File: config.mk
export PLATFORM = sky130hd
export DESIGN_NAME = cpu_effective_address_unit
export DESIGN_NICKNAME = d
export VERILOG_FILES = /design/src/hw/rtl/eau_pkg.sv /design/src/hw/rtl/eau_step.sv /design/src/hw/rtl/cpu_effective_address_unit.sv
export SDC_FILE = /design/constraint.sdc
export NUM_CORES = 1
export LEC_CHECK = 0
export BUFFER_PORTS_ARGS = -buffer_cell sky130_fd_sc_hd__buf_4
export CORE_MARGIN = 1.5
export CORE_UTILIZATION = 40
export CTS_CLUSTER_DIAMETER = 30
export CTS_CLUSTER_SIZE = 12
export DETAILED_ROUTE_END_ITERATION = 8
export MAX_ROUTING_LAYER = met4
export SLEW_MARGIN = 20
export SYNTH_ARGS = -nofsm -noshare
export SYNTH_HDL_FRONTEND = slang
export SYNTH_SLANG_ARGS = --single-unit
export TNS_END_PERCENT = 50
File: constraint.sdc
create_clock -name clk_i -period 8.6 [get_ports clk_i]
set_clock_uncertainty 0.15 [all_clocks]
set_input_delay 0.43 -clock clk_i [delete_from_list [all_inputs] [get_ports clk_i]]
set_output_delay 0.43 -clock clk_i [all_outputs]
set_load 0.01 [all_outputs]
File: src/hw/rtl/eau_pkg.sv
`default_nettype none

package eau_pkg;

  typedef enum logic [0:0] {
    OP_START = 1'b0,
    OP_BYTE  = 1'b1
  } op_e;

  typedef enum logic [0:0] {
    KIND_READ = 1'b0,
    KIND_DONE = 1'b1
  } kind_e;

  typedef enum logic [3:0] {
    MODE_IMM  = 4'd0,
    MODE_ZP   = 4'd1,
    MODE_ZPX  = 4'd2,
    MODE_ZPY  = 4'd3,
    MODE_ABS  = 4'd4,
    MODE_ABSX = 4'd5,
    MODE_ABSY = 4'd6,
    MODE_IND  = 4'd7,
    MODE_INDX = 4'd8,
    MODE_INDY = 4'd9
  } mode_e;

  typedef enum logic [2:0] {
    PH_IDLE   = 3'd0,
    PH_OP_LO  = 3'd1,
    PH_OP_HI  = 3'd2,
    PH_PTR_LO = 3'd3,
    PH_PTR_HI = 3'd4
  } phase_e;

  localparam logic [7:0] PageLastByte = 8'hFF;

  typedef struct packed {
    logic        op;
    logic [3:0]  mode;
    logic [15:0] pc;
    logic [7:0]  index_x;
    logic [7:0]  index_y;
    logic [7:0]  read_byte;
  } in_t;

  typedef struct packed {
    logic        kind;
    logic [15:0] bus_address;
    logic [15:0] effective_address;
    logic [15:0] next_pc;
  } out_t;

  typedef struct packed {
    phase_e      phase;
    logic [3:0]  active_mode;
    logic [15:0] saved_pc;
    logic [7:0]  saved_index;
    logic [7:0]  low_byte;
    logic [15:0] pointer_address;
  } state_t;

endpackage

`default_nettype wire

File: src/hw/rtl/eau_step.sv
`default_nettype none

module eau_step (
  input  eau_pkg::state_t st_i,
  input  eau_pkg::in_t    item_i,
  output eau_pkg::state_t st_o,
  output logic            emit_o,
  output eau_pkg::out_t   res_o
);

  logic [7:0]  b;
  logic [7:0]  zp_sum;
  logic [15:0] word;

  assign b      = item_i.read_byte;
  assign zp_sum = b + st_i.saved_index;
  assign word   = {b, st_i.low_byte};

  always_comb begin
    st_o   = st_i;
    emit_o = 1'b0;
    res_o  = '0;
    if (item_i.op == eau_pkg::OP_START) begin
      if (st_i.phase == eau_pkg::PH_IDLE &&
          item_i.mode inside {[eau_pkg::MODE_IMM:eau_pkg::MODE_INDY]}) begin
        st_o.active_mode = item_i.mode;
        st_o.saved_pc    = item_i.pc;
        st_o.saved_index = (item_i.mode inside {eau_pkg::MODE_ZPY, eau_pkg::MODE_ABSY,
                                                eau_pkg::MODE_INDY}) ?
                           item_i.index_y : item_i.index_x;
        emit_o = 1'b1;
        if (item_i.mode == eau_pkg::MODE_IMM) begin
          res_o.kind              = eau_pkg::KIND_DONE;
          res_o.effective_address = item_i.pc;
          res_o.next_pc           = item_i.pc + 16'd1;
        end else begin
          st_o.phase        = eau_pkg::PH_OP_LO;
          res_o.kind        = eau_pkg::KIND_READ;
          res_o.bus_address = item_i.pc;
        end
      end
    end else begin
      case (st_i.phase)
        eau_pkg::PH_OP_LO: begin
          emit_o = 1'b1;
          case (st_i.active_mode)
            eau_pkg::MODE_ZP, eau_pkg::MODE_ZPX, eau_pkg::MODE_ZPY: begin
              st_o.phase              = eau_pkg::PH_IDLE;
              res_o.kind              = eau_pkg::KIND_DONE;
              res_o.effective_address = {8'h00,
                                         (st_i.active_mode == eau_pkg::MODE_ZP) ? b : zp_sum};
              res_o.next_pc           = st_i.saved_pc + 16'd1;
            end
            eau_pkg::MODE_INDX, eau_pkg::MODE_INDY: begin
              st_o.phase           = eau_pkg::PH_PTR_LO;
              st_o.pointer_address = {8'h00,
                                      (st_i.active_mode == eau_pkg::MODE_INDX) ? zp_sum : b};
              res_o.kind           = eau_pkg::KIND_READ;
              res_o.bus_address    = {8'h00,
                                      (st_i.active_mode == eau_pkg::MODE_INDX) ? zp_sum : b};
            end
            default: begin
              st_o.low_byte     = b;
              st_o.phase        = eau_pkg::PH_OP_HI;
              res_o.kind        = eau_pkg::KIND_READ;
              res_o.bus_address = st_i.saved_pc + 16'd1;
            end
          endcase
        end
        eau_pkg::PH_OP_HI: begin
          emit_o = 1'b1;
          if (st_i.active_mode == eau_pkg::MODE_IND) begin
            st_o.pointer_address = word;
            st_o.phase           = eau_pkg::PH_PTR_LO;
            res_o.kind           = eau_pkg::KIND_READ;
            res_o.bus_address    = word;
          end else begin
            st_o.phase              = eau_pkg::PH_IDLE;
            res_o.kind              = eau_pkg::KIND_DONE;
            res_o.effective_address =
              (st_i.active_mode inside {eau_pkg::MODE_ABSX, eau_pkg::MODE_ABSY}) ?
              word + {8'h00, st_i.saved_index} : word;
            res_o.next_pc           = st_i.saved_pc + 16'd2;
          end
        end
        eau_pkg::PH_PTR_LO: begin
          emit_o        = 1'b1;
          st_o.low_byte = b;
          st_o.phase    = eau_pkg::PH_PTR_HI;
          res_o.kind    = eau_pkg::KIND_READ;
          if (st_i.active_mode == eau_pkg::MODE_IND) begin
            // page-wrap bug: high byte comes from the start of the same page
            if (st_i.pointer_address[7:0] == eau_pkg::PageLastByte) begin
              res_o.bus_address = {st_i.pointer_address[15:8], 8'h00};
            end else begin
              res_o.bus_address = st_i.pointer_address + 16'd1;
            end
          end else begin
            res_o.bus_address = {8'h00, st_i.pointer_address[7:0] + 8'd1};
          end
        end
        eau_pkg::PH_PTR_HI: begin
          emit_o     = 1'b1;
          st_o.phase = eau_pkg::PH_IDLE;
          res_o.kind = eau_pkg::KIND_DONE;
          if (st_i.active_mode == eau_pkg::MODE_IND) begin
            res_o.effective_address = word;
            res_o.next_pc           = st_i.saved_pc + 16'd2;
          end else begin
            res_o.effective_address = (st_i.active_mode == eau_pkg::MODE_INDY) ?
                                      word + {8'h00, st_i.saved_index} : word;
            res_o.next_pc           = st_i.saved_pc + 16'd1;
          end
        end
        default: begin
          st_o.phase = eau_pkg::PH_IDLE;
        end
      endcase
    end
  end

endmodule

`default_nettype wire

File: src/hw/rtl/cpu_effective_address_unit.sv
// A word accepted into the input register is stepped combinationally from it;
//   any result lands in the output register, where out_valid_o rises.
// Throughput: one word per cycle; the input register takes a new word while
//   a result waits, stalling only when both are full and the output is stalled.
// Reset: rst_ni clears both valid flags and the address state (phase idle).
`default_nettype none

module cpu_effective_address_unit (
  input  wire logic          clk_i,
  input  wire logic          rst_ni,
  input  wire logic          in_valid_i,
  output logic               in_stall_o,
  input  wire eau_pkg::in_t  in_data_i,
  output logic               out_valid_o,
  input  wire logic          out_stall_i,
  output eau_pkg::out_t      out_data_o
);

  logic            in_valid_q;
  eau_pkg::in_t    in_q;
  logic            out_valid_q;
  eau_pkg::out_t   out_q;
  eau_pkg::state_t state_q, state_d;
  logic            step_emit;
  eau_pkg::out_t   step_res;
  logic            out_free;
  logic            advance;

  assign out_free   = !out_valid_q || !out_stall_i;
  assign advance    = in_valid_q && out_free;
  assign in_stall_o = in_valid_q && !out_free;

  eau_step u_step (
    .st_i   (state_q),
    .item_i (in_q),
    .st_o   (state_d),
    .emit_o (step_emit),
    .res_o  (step_res)
  );

  always_ff @(posedge clk_i or negedge rst_ni) begin
    if (!rst_ni) begin
      in_valid_q <= 1'b0;
    end else if (!in_stall_o) begin
      in_valid_q <= in_valid_i;
    end
  end

  always_ff @(posedge clk_i) begin
    if (in_valid_i && !in_stall_o) begin
      in_q <= in_data_i;
    end
  end

  always_ff @(posedge clk_i or negedge rst_ni) begin
    if (!rst_ni) begin
      state_q     <= '0;
      out_valid_q <= 1'b0;
    end else begin
      if (advance) begin
        state_q <= state_d;
      end
      if (out_free) begin
        out_valid_q <= advance && step_emit;
      end
    end
  end

  always_ff @(posedge clk_i) begin
    if (advance && step_emit) begin
      out_q <= step_res;
    end
  end

  assign out_valid_o = out_valid_q;
  assign out_data_o  = out_q;

  a_done_clears: assert property (@(posedge clk_i) disable iff (!rst_ni)
    advance && step_emit && step_res.kind == eau_pkg::KIND_DONE
    |=> state_q.phase == eau_pkg::PH_IDLE)
    else $error("phase not idle after finished result");

  a_read_fields: assert property (@(posedge clk_i) disable iff (!rst_ni)
    out_valid_q && out_q.kind == eau_pkg::KIND_READ
    |-> out_q.effective_address == 16'h0000 && out_q.next_pc == 16'h0000)
    else $error("read request carries address result");

  a_done_fields: assert property (@(posedge clk_i) disable iff (!rst_ni)
    out_valid_q && out_q.kind == eau_pkg::KIND_DONE |-> out_q.bus_address == 16'h0000)
    else $error("finished result carries bus address");

  a_no_overwrite: assert property (@(posedge clk_i) disable iff (!rst_ni)
    out_valid_q && out_stall_i |=> out_valid_q && $stable(out_q))
    else $error("held result overwritten");

  a_state_hold: assert property (@(posedge clk_i) disable iff (!rst_ni)
    !advance |=> $stable(state_q))
    else $error("state changed without a word");

endmodule

`default_nettype wire

# Word level (Yosys, flattened, before mapping)

Cells that the tools add are included.

$add $sub $neg: 7
Multipliers: 0
Divide/modulo/power cells: 0
$lt $le $gt $ge: 2
Eq/ne operators: 20
Shift-type cells: 0
Multiplexer cells: 36
Bitwise gates (word level): 1
Reductions and logical operators: 26

Operator list:

| kind                                                | count |
|---|---|
| 2-to-1 mux 16 bit                                   | 8 |
| 2-to-1 mux 49 bit                                   | 2 |
| 2-to-1 mux 32 bit                                   | 3 |
| case mux 32 bit (3 select lines)                    | 1 |
| case mux 16 bit (2 select lines)                    | 2 |
| adder 16 x 1 -> 16 bit, second input constant       | 3 |
| case mux 16 bit (3 select lines)                    | 1 |
| 2-to-1 mux 8 bit                                    | 4 |
| 2-to-1 mux 31 bit                                   | 1 |
| 2-to-1 mux 24 bit                                   | 1 |
| adder 16 x 2 -> 16 bit, second input constant       | 1 |
| adder 16 x 8 -> 16 bit                              | 1 |
| equality test 4 x 3 -> 1 bit, second input constant | 4 |
| case mux 8 bit (2 select lines)                     | 1 |
| equality test 4 x 2 -> 1 bit, second input constant | 3 |
| equality test 4 bit, second input constant          | 3 |
| case mux 3 bit (3 select lines)                     | 1 |
| adder 8 x 1 -> 8 bit, second input constant         | 1 |
| adder 8 bit                                         | 1 |
| equality test 8 bit, second input constant          | 1 |
| nonzero test 2 bit                                  | 4 |
| equality test 3 x 2 -> 1 bit, second input constant | 2 |
| logical AND 1 bit                                   | 6 |
| 2-to-1 mux 1 bit                                    | 6 |
| other kinds (24)                                    | 31 |

Bits in registers: 151
Latch bits: 0
RAM bits: 0
Memory bits (read-only): 0
Bits of input ports: 49
Memories: 0

# Depth between registers and ports, before layout

Gate-level depths: netlist of run 1.

Depth in word-level cells: 6
Gate-level depth with buffers: 10
Mapped depth without buffers: 9

# By module

From an unflattened synthesis of run 1, not the netlist that was laid out.

Cell total of the unflattened synthesis: 897
Area, all modules: 9625.5 µm²

By module, submodules not included:

| module                     | times used | cells an instance | area each (µm²) | sequential area each (µm²) |
|---|---|---|---|---|
| cpu_effective_address_unit | 1          | 221               | 5216.3          | 4249.1 |
| eau_step                   | 1          | 676               | 4409.2          | 0.0 |

# Worst setup path before layout of run 1

No wires, ideal clock.

Path type: register -> register
Start point: register state_q[54] (netlist name)
End point: register out_q (netlist bit out_data_o[0]) (enable)
Setup time: 0.525 ns
Arrival time: 4.420 ns
Slack: 3.505 ns
Stages on the path, launching flop included: 5
Cell sequence: dfrtp_1 -> clkbuf_2 -> nor3b_2 -> nor2_1 -> o21ai_0

Word-level cells in the longest chain between the ends: 5

RTL lines:

| element                                                                  | line                             | RTL |
|---|---|---|
| from (decl)                                                              | cpu_effective_address_unit.sv:23 | `eau_pkg::state_t state_q, state_d;` |
| from (signal assigned)                                                   | cpu_effective_address_unit.sv:61 | `state_q <= state_d;` |
| equality test 3 x 2 -> 1 bit, or another cell as far along               | eau_step.sv:43                   | `case (st_i.phase)` |
| OR reduction 4 bit (no source line) or logical AND 1 bit (tied branches) | --                               |  |
| 2-to-1 mux 1 bit, on equally long branches                               | eau_step.sv:43, eau_step.sv:24   |  |
| 2-to-1 mux 1 bit (*)                                                     | eau_step.sv:23                   | `if (item_i.op == eau_pkg::OP_START) begin` |
| logical AND 1 bit (*)                                                    | cpu_effective_address_unit.sv:70 | `if (advance && step_emit) begin` |
| to (signal assigned)                                                     | cpu_effective_address_unit.sv:71 | `out_q <= step_res;` |
| to (decl)                                                                | cpu_effective_address_unit.sv:22 | `eau_pkg::out_t out_q;` |

Every way passes the cells marked *; elsewhere a longest branch is shown, timed or not.
A chain may end at the register's enable or synchronous reset.

==> results of run 1 <==
## layer usage
metal / up-vias / routed length (microns) / GRT usage [%]
met4: 0 / 847 / 9.66
met1: 3442 / 11700 / 34.2
met5: - / 0 / -
met3: 55 / 1950 / 3.52
li1: 3275 / - / -
met2: 348 / 11600 / 35.8
## critical path, cell delays in order, from the launching register on
cell and delay [ps]:
edfxtp_1 560, ha_1 300, fa_1 400, a21o_1 190, a221o_1 320, a21oi_1 180
xnor2_1 170, a221oi_1 350, o21ai_0 130
## final timing paths
kind                                               from                        to  slack, ps
max in group asynchronous                        rst_ni    in_valid_q$_DFFE_PN0N_       7240
worst min-delay path                       in_data_i[9]         in_q[9]$_DFFE_PP_         20
worst min register to register  state_q[15]$_DFFE_PN0P_   state_q[15]$_DFFE_PN0P_        370
min in group asynchronous                        rst_ni   state_q[25]$_DFFE_PN0P_        490
worst max-delay path                  in_q[0]$_DFFE_PP_  out_data_o[22]$_DFFE_PP_       5580
worst max register to register        in_q[0]$_DFFE_PP_  out_data_o[22]$_DFFE_PP_       5580
## report_power, final
group          leakage (nW)  internal [mW]  switching [mW]
sequential             1.62           1.01           0.290
combinational          2.05          0.558           0.780
clock                 0.291          0.437           0.315
total                  3.96           2.00            1.38
## layout make-up
| class | count | area (sq um) |
|---|---|---|
| Clock buffer | 18 | 439 |
| Clock inverter | 14 | 148 |
| Fill cell | 1994 | 11000 |
| Inverter | 19 | 71.3 |
| Multi-Input combinational cell | 605 | 4110 |
| Sequential cell | 151 | 4250 |
| Tap cell | 275 | 344 |
| Timing Repair Buffer | 107 | 818 |
## flip-flops by register name, indices dropped and copies added (netlist names)
signal	count
state_q	55
out_data_o	49
in_q	45
in_valid_q	1
out_valid_o	1
## logic make-up after synthesis
logic type               count (synthesis)  share of synthesized area, %
AND/OR/NAND/NOR                        264                          15.2
AO/OA/AOI/OAI                          225                          18.0
flip-flops                             151                          49.0
XOR/XNOR                                50                          5.05
multiplexers                            44                          5.59
buffers and inverters                   67                          3.89
adder cells (fa/ha/maj)                 22                          3.34
## layout by cell type, fill, tap and decap left out, drive strengths merged, types with 5 or more instances in the layout
cell and n:
a22oi 13, and2 16, clkbuf 18, nand4 9
and3 6, nor3 17, a211oi 5, a22o 7
a221oi 5, o211ai 7, xor2 22, inv 23
a32o 5, o31ai 7, nor3b 5, or3 5
buf 106, nor4 5, ha 20, mux2i 18
nand3 30, clkinv 8, a222oi 7, nand2 101
nor2 45, a21oi 32, edfxtp 94, xnor2 28
o21ai 62, mux2 26, o22ai 18, dfrtp 57
a21o 15, o221ai 8
## metrics by stage
step	setup WS [ps]	std cells	utilization, %
floorplan	3500	823	-
global placement	5690	1155	45.2
detailed placement	5640	1155	45.2
CTS	5650	1188	48.0
global route	5450	1189	48.1
finish	5580	1189	48.1
## timing repair
| item | 4_1_cts | 5_1_grt |
|---|---|---|
| setup buffers | 0 | 0 |
| hold endpoints to repair | 57 | 0 |
| hold buffers | 1 | 0 |
==> results.toml, run 1 <==
[synthesis]
yosysMostFrequentCell = "nand2_1"
netlist_area_sq_mm = 0.00868
yosys-top-cells-count = "nand2_1, edfxtp_1, o21ai_0"
synth_top_area_share_pct = 32.5
synth_ff_type = "edfxtp_1"
synth_cell_types = 81
synthCells = 823
ys_ff_latch = 151
syn_avg_cell_area_sq_um = 10.5
ys_warn_count = 0
synth_top_cell_by_area = "edfxtp_1"
synthArstFlopShare_pct = 37.7
ys_seq_area_share_pct = 49.0
ys_top_cells_by_area = "edfxtp_1, dfrtp_1, nand2_1, o21ai_0, mux2_2"
synth_edf_count = 94
syn-num-nets = 894

[clocking]
root_buffer = "clkbuf_16"
clk_pin_slew_ps = 60
cts_sinks = 151
cts_made_buffers = 17
clock_tree.buffer_depth = 2
htreeDepth = 4
insertion_delay_ps = 430
cts_tree = "built"
cts_resized = 0

[worst_hold_path]
hp-class = "primary input to register"
hold-path-cell-count = 1

[detailed_routing]
drt_iter0_drc = 809
drc = 0
num_vias = 7120
drt_first_pass_iters = 5
antenna_left = 0
avgRoutedWirePerCell_microns = 21.9
via_per_inst = 5.99
routed_wl_microns = 26000

[finish]
diodes = 0
fin_area_sq_mm = 0.0102
layout-drive-gt1-share_pct = 20.2
area_growth_pct = 17.3
nNetsFinal = 972

[die]
die_w_microns = 150
core_area_sq_mm = 0.0212
die_h_microns = 150
initial_utilization_pct = 41.0
ios = 100
dieArea_sq_mm = 0.0226
rows = 53

[setup_path]
worstPathArrival_ps = 3030
reg2reg_depth = 8
startpoint_type = "register"
crit_type = "register to register"
crit_fanout = 9
end_kind = "register"
required_ps = 8610

[grt]
grt_pass1_vias = 6723
grt_antenna_before_repair = 0
overflow = 0
grt_pass1_wl_microns = 39800
grt_max_degree = 58
grt_usage_pct = 24.5

[sta]
worst_hold_slack_ps = 23.5
fin_crit_sh_pct = 35.1
hold_violations = 0
min_period_ps = 3020
setup_viol = 0
grt_setup_unrepaired = "false"
max_freq_mhz = 331
drv_slew = 0
worst_pin_slew_ps = 1000
relSlewSlack_pct = 33.0
final.setup.tns_ps = 0

[pwr]
powerDensity_mw_per_mm2 = 333
power.leakage_nw = 3.96
vdd_ir_drop_max_mv = 0.149
p_total_mw = 3.39

[run_status]
status = "finished clean"

[run]
maxCapViolCount = 0

[placement]
place_area_sq_mm = 0.00956
port_buffers = 99
hpwl_microns = 18600
gp_congestion = 1.01
Note: power is estimated with default switching activity, not from simulation.
==> run 2, diff against run 1 <==
- clock period: 8.6 -> 3.1 ns (I/O delays scaled with it)
==> run 2 against run 1 <==
Compared with the run above:
- final cell count up 6.6%
- wire length up 3.4%
- critical endpoint is now out_data_o[24]$_DFFE_PP_
- clock power rose to 2.6 times the previous value
- largest cell class unchanged
- worst setup slack worse by 5300 ps
- hold slack better by 180 ps
- critical path depth up 2
- critical path type unchanged
- highest routed layer unchanged
==> results.toml, run 2 (synthesis gave the netlist of run 1 again) <==
[run_status]
status = "finished clean"

[clocking]
cts_resized = 0
cts_made_buffers = 17
cts-hold-fix-buffers = 49
clock_tree.buffer_depth = 2
htreeDepth = 4
insertion_delay_ps = 440
cts_setup_buffers = 0
cts_tree = "built"
clk_pin_slew_ps = 60
root_buffer = "clkbuf_16"
cts_sinks = 151

[finish]
final_core_util_pct = 51.2
regMostFlops = "state_q"
diodes = 0
area_growth_pct = 24.7
layout-drive-gt1-share_pct = 21.7
fin_area_sq_mm = 0.0108
largest_reg_flops = 55
nNetsFinal = 1050
layout_common_cells = "buf_4, nand2_1, edfxtp_1"
final_common_cell = "buf_4"

[detailed_routing]
drt_iter0_drc = 823
routed_wl_microns = 26900
drt_first_pass_iters = 5
num_vias = 7251
antenna_left = 0
avgRoutedWirePerCell_microns = 21.2
via_per_inst = 5.72
drc = 0

[die]
dieArea_sq_mm = 0.0226
die_h_microns = 150
die_w_microns = 150
rows = 53
core_area_sq_mm = 0.0212
initial_utilization_pct = 41.0
ios = 100

[setup_path]
required_ps = 3130
r2r_start = "state_q[16]$_DFFE_PN0P_"
crit_chain = "ha_1 > inv_1 > fa_1 > nor2b_1 > o21ai_0 > a211oi_1 > buf_4 > nor2_1 > a211o_1 > a32o_1"
reg2reg_depth = 10
crit_path_max_incr_delay_ps = 440
crit_fanout = 6
reg2reg_to = "out_data_o[24]$_DFFE_PP_"
startpoint_type = "register"
worstPathArrival_ps = 2820
cp-endpoint = "out_data_o[24]$_DFFE_PP_"
end_kind = "register"
crit_type = "register to register"
startpoint = "state_q[16]$_DFFE_PN0P_"
ff2ff_setup_slack_ps = 310
cpMaxStageDelayCell = "dfrtp_1"

[sta]
hold_violations = 0
drv_slew = 0
setup_viol = 0
fin_crit_sh_pct = 89.9
grt_setup_unrepaired = "false"
max_freq_mhz = 359
worst_hold_slack_ps = 205
final.setup.tns_ps = 0
min_period_ps = 2790
relSlewSlack_pct = 41.5
worst_pin_slew_ps = 874

[placement]
hpwl_microns = 19400
port_buffers = 99
gp_congestion = 0.931
place_area_sq_mm = 0.00980

[pwr]
p_total_mw = 9.45
powerDensity_mw_per_mm2 = 873
power.leakage_nw = 4.28
vdd_ir_drop_max_mv = 0.424

[run]
maxCapViolCount = 0

[grt]
grt_max_degree = 58
overflow = 0
grt_pass1_wl_microns = 41400
grt_pass1_vias = 6983
grt_usage_pct = 25.6
grt_antenna_before_repair = 0

[worst_hold_path]
hp-class = "primary input to asynchronous set/reset pin"
run 2: cell count changes in the layout (fill, tap and decap cells not counted), moves of 2 or more:
cell,change
buf_4,+30
bufinv_16,-2
clkinv_1,-2
clkinv_2,+3
clkinvlp_4,+2
dlygate4sd3_1,+48
run 2: report_power, final:
part           switching [mW]  leakage, nW  total (mW)  internal [mW]
sequential              0.696         1.62        3.49           2.80
combinational            2.31         2.39        4.03           1.72
clock                   0.896        0.261        1.92           1.03
total                    3.90         4.28        9.45           5.55
run 2: area by class of cell:
class | instances | area [sq um]
clock inverters | 14 | 101
clock buffers | 18 | 429
inverters | 19 | 71.3
multi-input cells | 605 | 4110
well taps | 275 | 344
flip-flops and latches | 151 | 4250
repair buffers | 185 | 1520
fillers | 1931 | 10300
run 2: how the worst min path moves through the flow:
stage,slack (ps),end,from
final,200,state_q[31]$_DFFE_PN0P_,rst_ni
after global routing,270,in_q[36]$_DFFE_PP_,in_data_i[36]
after CTS,230,state_q[26]$_DFFE_PN0P_,rst_ni
after detailed placement,150,state_q[31]$_DFFE_PN0P_,rst_ni
after global placement,150,state_q[31]$_DFFE_PN0P_,rst_ni
after floorplan,-290,in_valid_q$_DFFE_PN0N_,rst_ni
run 2: critical path: cells and delay by family (launching register included):
| kind | cells | cell delay, ps |
|---|---|---|
| simple gates | 2 | 170 |
| fa+ha+maj | 2 | 590 |
| buf+inv | 2 | 220 |
| flops | 1 | 440 |
| compound gates | 4 | 980 |
run 2: routing by layer:
layer / vias to the layer above / global-route usage (%) / routed length [microns]
li1: 3439 / - / -
met1: 3467 / 35.1 / 12100
met2: 303 / 37.8 / 12200
met3: 42 / 4.27 / 1920
met4: 0 / 10.1 / 733
met5: - / - / 0
run 2: per-stage QoR:
stage,worst slack (ps),instances
3_3_place_gp,355,1186
6_report,312,1267
3_5_place_dp,326,1186
5_1_grt,106,1267
4_1_cts,316,1267
2_1_floorplan,270,823
